$ cat src/rtl/tpcc_pkg.sv
// shared types, register indexes and colour constants for the point colour classifier
`default_nettype none
package tpcc_pkg;

  localparam int CFG_IDX_W = 2;
  localparam int CFG_DATA_W = 32;

  localparam logic [CFG_IDX_W-1:0] REG_LEVEL_THRESHOLD = 2'd0;
  localparam logic [CFG_IDX_W-1:0] REG_TAN_LIMIT = 2'd1;
  localparam logic [CFG_IDX_W-1:0] REG_SPAN_RECIPROCAL = 2'd2;

  localparam logic [15:0] LEVEL_THRESHOLD_RST = 16'd26214;
  localparam logic [23:0] TAN_LIMIT_RST = 24'd17560;
  localparam logic [31:0] SPAN_RECIPROCAL_RST = 32'd109227;

  localparam logic [31:0] ONE_Q16 = 32'h0001_0000;
  localparam logic [23:0] RED_RGB = 24'hFF_0000;
  localparam logic [23:0] BLACK_RGB = 24'h00_0000;
  localparam logic [7:0] FULL = 8'd255;

  typedef enum logic [1:0] {
    CLASS_TILTED = 2'd0,
    CLASS_COLOURED = 2'd1,
    CLASS_LEVEL = 2'd2
  } class_t;

  // rainbow segment, named by the colour it starts from
  typedef enum logic [2:0] {
    SEG_GREEN = 3'd0,
    SEG_CYAN = 3'd1,
    SEG_BLUE = 3'd2,
    SEG_MAGENTA = 3'd3,
    SEG_RED = 3'd4,
    SEG_YELLOW = 3'd5,
    SEG_END = 3'd6
  } seg_t;

  typedef struct packed {
    logic [15:0] level_threshold;
    logic [23:0] tan_limit;
    logic [31:0] span_reciprocal;
  } cfg_t;

  typedef struct packed {
    logic signed [31:0] x;
    logic signed [31:0] y;
    logic signed [31:0] z;
  } coord_t;

  typedef struct packed {
    coord_t      coord;
    logic [15:0] ax;
    logic [15:0] ay;
    logic [15:0] az;
    logic [15:0] diff;
    logic        above;
  } abs_stage_t;

  typedef struct packed {
    coord_t      coord;
    logic [15:0] ax;
    logic [15:0] az;
    logic [39:0] lim;
    logic [47:0] prod;
    logic        above;
  } mul_stage_t;

  typedef struct packed {
    coord_t      coord;
    class_t      cls;
    seg_t        seg;
    logic [15:0] frac;
  } grade_stage_t;

  typedef struct packed {
    coord_t      coord;
    class_t      cls;
    logic [23:0] colour;
  } result_t;

endpackage
`default_nettype wire

$ cat src/rtl/tpcc_ifs.sv
// request channels: point input, classified result and register writes
`default_nettype none
interface tpcc_in_if import tpcc_pkg::*; ();
  logic               valid;
  logic               ready;
  logic signed [31:0] point_x;
  logic signed [31:0] point_y;
  logic signed [31:0] point_z;
  logic signed [15:0] norm_x;
  logic signed [15:0] norm_y;
  logic signed [15:0] norm_z;
  logic [15:0]        unevenness;

  modport source (output valid, point_x, point_y, point_z, norm_x, norm_y, norm_z,
                  unevenness, input ready);
  modport sink (input valid, point_x, point_y, point_z, norm_x, norm_y, norm_z,
                unevenness, output ready);
endinterface

interface tpcc_out_if import tpcc_pkg::*; ();
  logic               valid;
  logic               ready;
  logic signed [31:0] out_x;
  logic signed [31:0] out_y;
  logic signed [31:0] out_z;
  logic [1:0]         point_class;
  logic [23:0]        colour_rgb;

  modport source (output valid, out_x, out_y, out_z, point_class, colour_rgb,
                  input ready);
  modport sink (input valid, out_x, out_y, out_z, point_class, colour_rgb,
                output ready);
endinterface

interface tpcc_cfg_if import tpcc_pkg::*; ();
  logic                  valid;
  logic                  ready;
  logic [CFG_IDX_W-1:0]  index;
  logic [CFG_DATA_W-1:0] data;

  modport source (output valid, index, data, input ready);
  modport sink (input valid, index, data, output ready);
endinterface
`default_nettype wire

$ cat src/rtl/tpcc_cfg_regs.sv
// configuration register file with reset defaults
`default_nettype none
module tpcc_cfg_regs import tpcc_pkg::*; (
  input  logic                  clk,
  input  logic                  rst_n,
  input  logic                  wr_valid,
  output logic                  wr_ready,
  input  logic [CFG_IDX_W-1:0]  wr_index,
  input  logic [CFG_DATA_W-1:0] wr_data,
  output cfg_t                  cfg
);

  cfg_t cfg_r;
  cfg_t cfg_nxt;

  assign wr_ready = 1'b1;

  always_comb begin
    cfg_nxt = cfg_r;
    if (wr_valid) begin
      case (wr_index)
        REG_LEVEL_THRESHOLD: cfg_nxt.level_threshold = wr_data[15:0];
        REG_TAN_LIMIT:       cfg_nxt.tan_limit = wr_data[23:0];
        REG_SPAN_RECIPROCAL: cfg_nxt.span_reciprocal = wr_data;
        default:             cfg_nxt = cfg_r;
      endcase
    end
  end

  always_ff @(posedge clk) begin
    if (!rst_n) begin
      cfg_r.level_threshold <= LEVEL_THRESHOLD_RST;
      cfg_r.tan_limit <= TAN_LIMIT_RST;
      cfg_r.span_reciprocal <= SPAN_RECIPROCAL_RST;
    end else begin
      cfg_r <= cfg_nxt;
    end
  end

  assign cfg = cfg_r;

endmodule
`default_nettype wire

$ cat src/rtl/tpcc_front.sv
// first two stages: magnitudes and threshold difference, then the two products
`default_nettype none
module tpcc_front import tpcc_pkg::*; (
  input  logic               clk,
  input  logic               rst_n,
  input  cfg_t               cfg,
  input  logic               up_valid,
  output logic               up_ready,
  input  coord_t             up_coord,
  input  logic signed [15:0] norm_x,
  input  logic signed [15:0] norm_y,
  input  logic signed [15:0] norm_z,
  input  logic [15:0]        unevenness,
  output logic               dn_valid,
  input  logic               dn_ready,
  output mul_stage_t         dn_data
);

  logic       a_valid_r;
  logic       a_valid_nxt;
  abs_stage_t a_data_r;
  abs_stage_t a_data_nxt;
  logic       a_adv;
  logic       b_valid_r;
  logic       b_valid_nxt;
  mul_stage_t b_data_r;
  mul_stage_t b_data_nxt;
  logic       b_adv;

  function automatic logic [15:0] mag16(input logic signed [15:0] v);
    logic [15:0] u;
    u = v;
    // -1.0 maps to 0x8000, still exact as unsigned
    return v[15] ? (~u + 16'd1) : u;
  endfunction

  assign b_adv = !b_valid_r || dn_ready;
  assign a_adv = !a_valid_r || b_adv;
  assign up_ready = a_adv;

  always_comb begin
    a_valid_nxt = a_adv ? up_valid : a_valid_r;
    a_data_nxt.coord = up_coord;
    a_data_nxt.ax = mag16(norm_x);
    a_data_nxt.ay = mag16(norm_y);
    a_data_nxt.az = mag16(norm_z);
    a_data_nxt.diff = unevenness - cfg.level_threshold;
    a_data_nxt.above = unevenness > cfg.level_threshold;
  end

  always_comb begin
    b_valid_nxt = b_adv ? a_valid_r : b_valid_r;
    b_data_nxt.coord = a_data_r.coord;
    b_data_nxt.ax = a_data_r.ax;
    b_data_nxt.az = a_data_r.az;
    b_data_nxt.lim = 40'(cfg.tan_limit) * 40'(a_data_r.ay);
    b_data_nxt.prod = 48'(a_data_r.diff) * 48'(cfg.span_reciprocal);
    b_data_nxt.above = a_data_r.above;
  end

  always_ff @(posedge clk) begin
    if (!rst_n) begin
      a_valid_r <= 1'b0;
      b_valid_r <= 1'b0;
    end else begin
      a_valid_r <= a_valid_nxt;
      b_valid_r <= b_valid_nxt;
    end
  end

  always_ff @(posedge clk) begin
    if (a_adv) begin
      a_data_r <= a_data_nxt;
    end
    if (b_adv) begin
      b_data_r <= b_data_nxt;
    end
  end

  assign dn_valid = b_valid_r;
  assign dn_data = b_data_r;

endmodule
`default_nettype wire

$ cat src/rtl/tpcc_grade.sv
// third stage: slope test, clamp and rainbow segment split
`default_nettype none
module tpcc_grade import tpcc_pkg::*; (
  input  logic         clk,
  input  logic         rst_n,
  input  logic         up_valid,
  output logic         up_ready,
  input  mul_stage_t   up_data,
  output logic         dn_valid,
  input  logic         dn_ready,
  output grade_stage_t dn_data
);

  logic         valid_r;
  logic         valid_nxt;
  grade_stage_t data_r;
  grade_stage_t data_nxt;
  logic         adv;
  logic         tilted;
  logic [31:0]  pos_full;
  logic [16:0]  pos;
  logic [18:0]  m;

  assign adv = !valid_r || dn_ready;
  assign up_ready = adv;

  always_comb begin
    tilted = ({8'd0, up_data.ax, 16'd0} > up_data.lim) ||
             ({8'd0, up_data.az, 16'd0} > up_data.lim);
    pos_full = up_data.prod[47:16];
    pos = (pos_full > ONE_Q16) ? ONE_Q16[16:0] : pos_full[16:0];
    // six times pos, at most 6.0 in Q3.16
    m = {pos, 2'b00} + {1'b0, pos, 1'b0};
    data_nxt.coord = up_data.coord;
    data_nxt.seg = seg_t'(m[18:16]);
    data_nxt.frac = m[15:0];
    if (tilted) begin
      data_nxt.cls = CLASS_TILTED;
    end else if (up_data.above) begin
      data_nxt.cls = CLASS_COLOURED;
    end else begin
      data_nxt.cls = CLASS_LEVEL;
    end
    valid_nxt = adv ? up_valid : valid_r;
  end

  always_ff @(posedge clk) begin
    if (!rst_n) begin
      valid_r <= 1'b0;
    end else begin
      valid_r <= valid_nxt;
    end
  end

  always_ff @(posedge clk) begin
    if (adv) begin
      data_r <= data_nxt;
    end
  end

  assign dn_valid = valid_r;
  assign dn_data = data_r;

endmodule
`default_nettype wire

$ cat src/rtl/tpcc_paint.sv
// last stage: ramp value and colour selection, doubles as the output register
`default_nettype none
module tpcc_paint import tpcc_pkg::*; (
  input  logic         clk,
  input  logic         rst_n,
  input  logic         up_valid,
  output logic         up_ready,
  input  grade_stage_t up_data,
  output logic         dn_valid,
  input  logic         dn_ready,
  output result_t      dn_data
);

  logic        valid_r;
  logic        valid_nxt;
  result_t     data_r;
  result_t     data_nxt;
  logic        adv;
  logic [23:0] ramp;
  logic [7:0]  t;
  logic [7:0]  r;
  logic [7:0]  g;
  logic [7:0]  b;

  assign adv = !valid_r || dn_ready;
  assign up_ready = adv;

  always_comb begin
    // frac * 255 as a shift and subtract
    ramp = {up_data.frac, 8'd0} - {8'd0, up_data.frac};
    t = ramp[23:16];
    case (up_data.seg)
      SEG_GREEN: begin
        r = 8'd0; g = FULL; b = t;
      end
      SEG_CYAN: begin
        r = 8'd0; g = FULL - t; b = FULL;
      end
      SEG_BLUE: begin
        r = t; g = 8'd0; b = FULL;
      end
      SEG_MAGENTA: begin
        r = FULL; g = 8'd0; b = FULL - t;
      end
      SEG_RED: begin
        r = FULL; g = t; b = 8'd0;
      end
      SEG_YELLOW: begin
        r = FULL - t; g = FULL; b = 8'd0;
      end
      default: begin
        r = 8'd0; g = FULL; b = 8'd0;
      end
    endcase
    data_nxt.coord = up_data.coord;
    data_nxt.cls = up_data.cls;
    case (up_data.cls)
      CLASS_TILTED:   data_nxt.colour = RED_RGB;
      CLASS_COLOURED: data_nxt.colour = {r, g, b};
      default:        data_nxt.colour = BLACK_RGB;
    endcase
    valid_nxt = adv ? up_valid : valid_r;
  end

  always_ff @(posedge clk) begin
    if (!rst_n) begin
      valid_r <= 1'b0;
    end else begin
      valid_r <= valid_nxt;
    end
  end

  always_ff @(posedge clk) begin
    if (adv) begin
      data_r <= data_nxt;
    end
  end

  assign dn_valid = valid_r;
  assign dn_data = data_r;

endmodule
`default_nettype wire

$ cat src/rtl/traversability_point_colour_classifier_unit.sv
// Point colour classifier: takes one point per cycle and returns its coordinates, a class
// and a packed RGB colour. Red marks a normal tilted past tan_limit from the y axis, a
// rainbow colour marks unevenness above level_threshold (scaled by span_reciprocal and
// clamped to 1.0), black marks everything else. Four register stages (magnitudes, the two
// multipliers, slope test and clamp, colour select), passed in that order; one point is taken
// every cycle while the result side keeps up. A stalled result side fills the stages first,
// so in ready drops only once all four hold a point. Register writes take effect at once and
// belong to idle periods.
`default_nettype none
module traversability_point_colour_classifier_unit import tpcc_pkg::*; (
  input  logic      clk,
  input  logic      rst_n,
  tpcc_in_if.sink   in_chan,
  tpcc_out_if.source out_chan,
  tpcc_cfg_if.sink  cfg_chan
);

  cfg_t         cfg;
  logic         mul_valid;
  logic         mul_ready;
  mul_stage_t   mul_data;
  logic         grade_valid;
  logic         grade_ready;
  grade_stage_t grade_data;
  result_t      result;
  coord_t       in_coord;

  assign in_coord.x = in_chan.point_x;
  assign in_coord.y = in_chan.point_y;
  assign in_coord.z = in_chan.point_z;

  tpcc_cfg_regs u_cfg (
    .clk      (clk),
    .rst_n    (rst_n),
    .wr_valid (cfg_chan.valid),
    .wr_ready (cfg_chan.ready),
    .wr_index (cfg_chan.index),
    .wr_data  (cfg_chan.data),
    .cfg      (cfg)
  );

  tpcc_front u_front (
    .clk        (clk),
    .rst_n      (rst_n),
    .cfg        (cfg),
    .up_valid   (in_chan.valid),
    .up_ready   (in_chan.ready),
    .up_coord   (in_coord),
    .norm_x     (in_chan.norm_x),
    .norm_y     (in_chan.norm_y),
    .norm_z     (in_chan.norm_z),
    .unevenness (in_chan.unevenness),
    .dn_valid   (mul_valid),
    .dn_ready   (mul_ready),
    .dn_data    (mul_data)
  );

  tpcc_grade u_grade (
    .clk      (clk),
    .rst_n    (rst_n),
    .up_valid (mul_valid),
    .up_ready (mul_ready),
    .up_data  (mul_data),
    .dn_valid (grade_valid),
    .dn_ready (grade_ready),
    .dn_data  (grade_data)
  );

  tpcc_paint u_paint (
    .clk      (clk),
    .rst_n    (rst_n),
    .up_valid (grade_valid),
    .up_ready (grade_ready),
    .up_data  (grade_data),
    .dn_valid (out_chan.valid),
    .dn_ready (out_chan.ready),
    .dn_data  (result)
  );

  assign out_chan.out_x = result.coord.x;
  assign out_chan.out_y = result.coord.y;
  assign out_chan.out_z = result.coord.z;
  assign out_chan.point_class = result.cls;
  assign out_chan.colour_rgb = result.colour;

`ifndef SYNTHESIS
  // a tilted point always leaves as red, a level one as black
  a_tilted_red: assert property (@(posedge clk) disable iff (!rst_n)
    (out_chan.valid && out_chan.point_class == CLASS_TILTED) |->
      (out_chan.colour_rgb == RED_RGB))
    else $error("tilted point not red");

  a_level_black: assert property (@(posedge clk) disable iff (!rst_n)
    (out_chan.valid && out_chan.point_class == CLASS_LEVEL) |->
      (out_chan.colour_rgb == BLACK_RGB))
    else $error("level point not black");

  // input is held off only while a result waits at the output
  a_backpressure: assert property (@(posedge clk) disable iff (!rst_n)
    !in_chan.ready |-> (out_chan.valid && !out_chan.ready))
    else $error("input stalled without output stall");

  // a taken point reaches the output while the result side stays free
  a_latency: assert property (@(posedge clk) disable iff (!rst_n)
    (in_chan.valid && in_chan.ready ##1 out_chan.ready [*3]) |=> out_chan.valid)
    else $error("result missing after pipeline latency");

  a_class_code: assert property (@(posedge clk) disable iff (!rst_n)
    out_chan.valid |-> (out_chan.point_class <= CLASS_LEVEL))
    else $error("unused class code on output");
`endif

endmodule
`default_nettype wire
$ cat src/flat_wrapper.sv
// flat-port wrapper written by rule: the top's interface ports become plain ports
module traversability_point_colour_classifier_unit_flat import tpcc_pkg::*;
  (clk, rst_n, in_chan_valid, in_chan_point_x, in_chan_point_y, in_chan_point_z, in_chan_norm_x, in_chan_norm_y, in_chan_norm_z, in_chan_unevenness, in_chan_ready, out_chan_valid, out_chan_out_x, out_chan_out_y, out_chan_out_z, out_chan_point_class, out_chan_colour_rgb, out_chan_ready, cfg_chan_valid, cfg_chan_index, cfg_chan_data, cfg_chan_ready);
  tpcc_in_if in_chan_i ();
  tpcc_out_if out_chan_i ();
  tpcc_cfg_if cfg_chan_i ();
  input  logic clk;
  input  logic rst_n;
  input wire logic [$bits(in_chan_i.valid)-1:0] in_chan_valid;
  input wire logic [$bits(in_chan_i.point_x)-1:0] in_chan_point_x;
  input wire logic [$bits(in_chan_i.point_y)-1:0] in_chan_point_y;
  input wire logic [$bits(in_chan_i.point_z)-1:0] in_chan_point_z;
  input wire logic [$bits(in_chan_i.norm_x)-1:0] in_chan_norm_x;
  input wire logic [$bits(in_chan_i.norm_y)-1:0] in_chan_norm_y;
  input wire logic [$bits(in_chan_i.norm_z)-1:0] in_chan_norm_z;
  input wire logic [$bits(in_chan_i.unevenness)-1:0] in_chan_unevenness;
  output wire logic [$bits(in_chan_i.ready)-1:0] in_chan_ready;
  output wire logic [$bits(out_chan_i.valid)-1:0] out_chan_valid;
  output wire logic [$bits(out_chan_i.out_x)-1:0] out_chan_out_x;
  output wire logic [$bits(out_chan_i.out_y)-1:0] out_chan_out_y;
  output wire logic [$bits(out_chan_i.out_z)-1:0] out_chan_out_z;
  output wire logic [$bits(out_chan_i.point_class)-1:0] out_chan_point_class;
  output wire logic [$bits(out_chan_i.colour_rgb)-1:0] out_chan_colour_rgb;
  input wire logic [$bits(out_chan_i.ready)-1:0] out_chan_ready;
  input wire logic [$bits(cfg_chan_i.valid)-1:0] cfg_chan_valid;
  input wire logic [$bits(cfg_chan_i.index)-1:0] cfg_chan_index;
  input wire logic [$bits(cfg_chan_i.data)-1:0] cfg_chan_data;
  output wire logic [$bits(cfg_chan_i.ready)-1:0] cfg_chan_ready;
  assign in_chan_i.valid = in_chan_valid;
  assign in_chan_i.point_x = in_chan_point_x;
  assign in_chan_i.point_y = in_chan_point_y;
  assign in_chan_i.point_z = in_chan_point_z;
  assign in_chan_i.norm_x = in_chan_norm_x;
  assign in_chan_i.norm_y = in_chan_norm_y;
  assign in_chan_i.norm_z = in_chan_norm_z;
  assign in_chan_i.unevenness = in_chan_unevenness;
  assign in_chan_ready = in_chan_i.ready;
  assign out_chan_valid = out_chan_i.valid;
  assign out_chan_out_x = out_chan_i.out_x;
  assign out_chan_out_y = out_chan_i.out_y;
  assign out_chan_out_z = out_chan_i.out_z;
  assign out_chan_point_class = out_chan_i.point_class;
  assign out_chan_colour_rgb = out_chan_i.colour_rgb;
  assign out_chan_i.ready = out_chan_ready;
  assign cfg_chan_i.valid = cfg_chan_valid;
  assign cfg_chan_i.index = cfg_chan_index;
  assign cfg_chan_i.data = cfg_chan_data;
  assign cfg_chan_ready = cfg_chan_i.ready;
  traversability_point_colour_classifier_unit u_core (.clk(clk), .rst_n(rst_n), .in_chan(in_chan_i), .out_chan(out_chan_i), .cfg_chan(cfg_chan_i));
endmodule
$ cat config.mk
export PLATFORM = sky130hd
export DESIGN_NAME = traversability_point_colour_classifier_unit_flat
export DESIGN_NICKNAME = d
export VERILOG_FILES = /design/src/rtl/tpcc_pkg.sv /design/src/rtl/tpcc_ifs.sv /design/src/rtl/tpcc_cfg_regs.sv /design/src/rtl/tpcc_front.sv /design/src/rtl/tpcc_grade.sv /design/src/rtl/tpcc_paint.sv /design/src/rtl/traversability_point_colour_classifier_unit.sv /design/src/flat_wrapper.sv
export SDC_FILE = /design/constraint.sdc
export NUM_CORES = 2
export LEC_CHECK = 0
export BUFFER_PORTS_ARGS = -buffer_cell sky130_fd_sc_hd__buf_4
export CORE_AREA = 2 2 319 321
export CTS_CLUSTER_SIZE = 24
export DETAILED_ROUTE_END_ITERATION = 12
export DIE_AREA = 0 0 321 323
export MAX_ROUTING_LAYER = met4
export PLACE_DENSITY = 0.78
export SYNTH_ARGS = -nofsm -noshare
export SYNTH_HDL_FRONTEND = slang
export SYNTH_HIERARCHICAL = 1
export SYNTH_SLANG_ARGS = --single-unit
$ cat constraint.sdc
create_clock -name clk -period 32.2 [get_ports clk]
set_clock_uncertainty 0.1 [all_clocks]
set_input_delay 6.44 -clock clk [delete_from_list [all_inputs] [get_ports clk]]
set_output_delay 6.44 -clock clk [all_outputs]
set_load 0.02 [all_outputs]
==> results.sh <==
export IMPL_min_delay_path_class="flop to flop"
export IMPL_placement_setup_worst_slack_ns=16.35
export IMPL_cts_setup_buffers=0
export IMPL_ios=324
export IMPL_routabilityCongestion=0.903
export IMPL_hpwl_um=92000
export IMPL_slew_violations=0
export IMPL_gr_total_overflow=0
export IMPL_data_arrival_time_of_the_worst_path_ns=9.21
export IMPL_ys_warnings_count=6
export IMPL_setup_worst_path_class="input port to output port"
export IMPL_cpLargestDelayFamily="simple AND/OR/NAND/NOR gates"
export IMPL_hold_viol_final=0
export IMPL_critical_path_slowest_cell="sky130_fd_sc_hd__nor2b_1"
export IMPL_first_iter_violations=2413
export IMPL_worst_setup_path_end_kind="output port"
export IMPL_timing_critical_path_depth=6
export IMPL_non_filler_instance_count_after_layout=6475
export IMPL_cts_buffers=72
export IMPL_ant_nets=0
export IMPL_drt_wirelength_per_cell_um=19.2
export IMPL_wire_length_of_the_first_global_routing_pass_um=201000
export IMPL_clk_pin_slew_worst_paths_ns=0.06
export IMPL_finalSetupViolations=0
export IMPL_worstMarginPinSlew_ns=1.31
export IMPL_post_place_cells=6343
export IMPL_outcome="completed"
export IMPL_port_buffers=322
export IMPL_detailed_route_wire_length_um=124000
export IMPL_clk_latency_ns=0.65
export IMPL_nets=6334
export IMPL_die_h_um=323
export IMPL_fp_coreArea_sq_mm=0.101
export IMPL_syn_area_per_cell_sq_um=11.0
export IMPL_crit_buf_inv=2
export IMPL_final_layout_size_suffix_gt1_share_pct=9.51
export IMPL_finalCritPeriodShare_pct=48.9
export IMPL_grt_pass1_vias=37904
export IMPL_slew_headroom_pct=12.5
export IMPL_max_clock_freq_mhz=63.5
export IMPL_maximum_number_of_pins_on_one_net_before_global_route_repair=125
export IMPL_worst_setup_path_start_kind="input port"
export IMPL_synth_area_sq_mm=0.0540
export IMPL_antenna_found_initial=3
export IMPL_path_cells="buf_4 > nand2b_4 > nand2b_4 > nor2b_1 > nand2_4 > buf_4"
export IMPL_cpPeakStageDelay_ns=0.69
export IMPL_post_cts_hold_buffer_count=0
export IMPL_synthesis_nets=6111
export IMPL_setup_tns_ns=0
export IMPL_hold_path_cell_count=0
export IMPL_tritoncts_num_sinks=676
export IMPL_clock_tree_htree_level_count=3
export IMPL_slack_of_the_critical_path_ns=16.45
export IMPL_worst_endpoint_required_ns=25.66
export IMPL_chipWidth_um=321
export IMPL_cts_tree="built"
export IMPL_worst_r2r_path_depth=21
export IMPL_clk_path_buf_depth=3
export IMPL_grt_setup_unrepaired="no"
export IMPL_area_growth_syn_to_layout_pct=10.8
export IMPL_overall_via_count_from_detail_route=35233
export IMPL_detail_route_first_pass_iterations=6
export IMPL_vias_per_cell=5.44
export IMPL_syn_inst=4885
export IMPL_core_rowCount=117
export IMPL_grt_util_all_layers_pct=25.4
export IMPL_floorplan_initialDensity_pct=53.6
export IMPL_cts_repair_resized=0
export IMPL_number_of_maximum_capacitance_violations=0
export IMPL_finalCriticalPeriod_ns=15.75
export IMPL_critPathMaxFanout=49
export IMPL_die_area_sq_mm=0.104
export IMPL_clock_tree_root_cell="sky130_fd_sc_hd__clkbuf_16"
export IMPL_drc=0
-- per-stage QoR --
stage | hold slack, ns | util [%] | area [sq um]
2_1_floorplan | 0.300 | - | 54000
3_3_place_gp | 0.300 | 57.0 | 57400
3_5_place_dp | 0.305 | 57.0 | 57400
4_1_cts | 0.291 | 59.3 | 59800
5_1_grt | 0.307 | 59.3 | 59800
6_report | 0.293 | 59.3 | 59800
-- path summary, 6_finish.rpt --
check / from / slack [ns] / end
min reg2reg: u_core/u_front/a_data_r[93]$_DFFE_PP_ / 0.29 / u_core/u_front/dn_data[149]$_DFFE_PP_
max: out_chan_ready / 16.45 / in_chan_ready
max reg2reg: u_core/u_front/a_data_r[8]$_DFFE_PP_ / 24.75 / u_core/u_front/dn_data[46]$_DFFE_PP_
min: u_core/u_front/a_data_r[93]$_DFFE_PP_ / 0.29 / u_core/u_front/dn_data[149]$_DFFE_PP_
-- state kept, by name (all words and copies together), names as in the netlist --
signal,flops
u_core/u_paint/dn_valid,1
u_core/u_front/dn_data,201
u_core/u_front/a_data_r,161
u_core/u_front/a_valid_r,1
u_core/u_cfg/cfg,72
u_core/u_grade/dn_data,116
u_core/u_paint/dn_data,122
u_core/u_grade/dn_valid,1
u_core/u_front/dn_valid,1
-- cell usage in the layout, fill, tap and decap left out, types with 8 or more instances in the layout --
cell                        count
sky130_fd_sc_hd__o21ai_0       75
sky130_fd_sc_hd__a211oi_1      19
sky130_fd_sc_hd__clkinv_2      13
sky130_fd_sc_hd__ha_1         302
sky130_fd_sc_hd__xnor2_1       93
sky130_fd_sc_hd__clkbuf_16     73
sky130_fd_sc_hd__mux2i_1       77
sky130_fd_sc_hd__nand4_1       23
sky130_fd_sc_hd__nor3_1        31
sky130_fd_sc_hd__or3_1         14
sky130_fd_sc_hd__o21bai_1      14
sky130_fd_sc_hd__xor2_1        41
sky130_fd_sc_hd__o31ai_1       12
sky130_fd_sc_hd__nand2_1      722
sky130_fd_sc_hd__a21o_1        72
sky130_fd_sc_hd__dfxtp_1       76
sky130_fd_sc_hd__a311oi_1       9
sky130_fd_sc_hd__o211ai_1      15
sky130_fd_sc_hd__nor2_1        93
sky130_fd_sc_hd__and2_1       371
sky130_fd_sc_hd__nand3_1       28
sky130_fd_sc_hd__edfxtp_1     600
sky130_fd_sc_hd__fa_1         725
sky130_fd_sc_hd__a31oi_1       16
sky130_fd_sc_hd__clkinv_1      13
sky130_fd_sc_hd__and3_1        23
sky130_fd_sc_hd__buf_4        348
sky130_fd_sc_hd__a21oi_1      128
sky130_fd_sc_hd__nor4_1        18
sky130_fd_sc_hd__o21a_1        19
sky130_fd_sc_hd__nor2b_1       44
sky130_fd_sc_hd__nand2b_1      14
sky130_fd_sc_hd__clkbuf_1      11
sky130_fd_sc_hd__a21boi_0       8
sky130_fd_sc_hd__inv_1        875
-- layer usage --
metal | GRT usage [%] | routed length (um) | up-vias
li1 | - | - | 16030
met5 | - | 0 | -
met2 | 44.2 | 64900 | 1186
met1 | 30.1 | 48100 | 17757
met4 | 8.79 | 4120 | 0
met3 | 3.83 | 7100 | 260
-- worst reg2reg max path, stage by stage, from the launching register on --
cell,delay (ns)
sky130_fd_sc_hd__edfxtp_1,0.86
sky130_fd_sc_hd__buf_4,0.39
sky130_fd_sc_hd__nand2_1,0.12
sky130_fd_sc_hd__fa_1,0.59
sky130_fd_sc_hd__inv_1,0.06
sky130_fd_sc_hd__fa_1,0.49
sky130_fd_sc_hd__fa_1,0.57
sky130_fd_sc_hd__fa_1,0.44
sky130_fd_sc_hd__fa_1,0.50
sky130_fd_sc_hd__inv_1,0.05
sky130_fd_sc_hd__fa_1,0.53
sky130_fd_sc_hd__inv_1,0.06
sky130_fd_sc_hd__ha_1,0.40
sky130_fd_sc_hd__a21oi_1,0.23
sky130_fd_sc_hd__o21ai_0,0.16
sky130_fd_sc_hd__nand3_1,0.11
sky130_fd_sc_hd__o211ai_1,0.11
sky130_fd_sc_hd__a31oi_1,0.45
sky130_fd_sc_hd__a31oi_1,0.25
sky130_fd_sc_hd__o21ai_0,0.36
sky130_fd_sc_hd__o21ai_0,0.17
sky130_fd_sc_hd__xor2_1,0.16
-- final cells by class --
cell class                      count  area (sq um)
Antenna cell                        1          2.50
Clock buffer                       84          1870
Clock inverter                     47           517
Fill cell                        8124         40900
Inverter                          876          3300
Multi-Input combinational cell   3134         30300
Sequential cell                   676         19500
Tap cell                         1309          1640
Timing Repair Buffer              348          2610
Power is left out: the tool's default activity adds up to more than one toggle a clock period on the data nets, which glitch-free logic cannot reach.
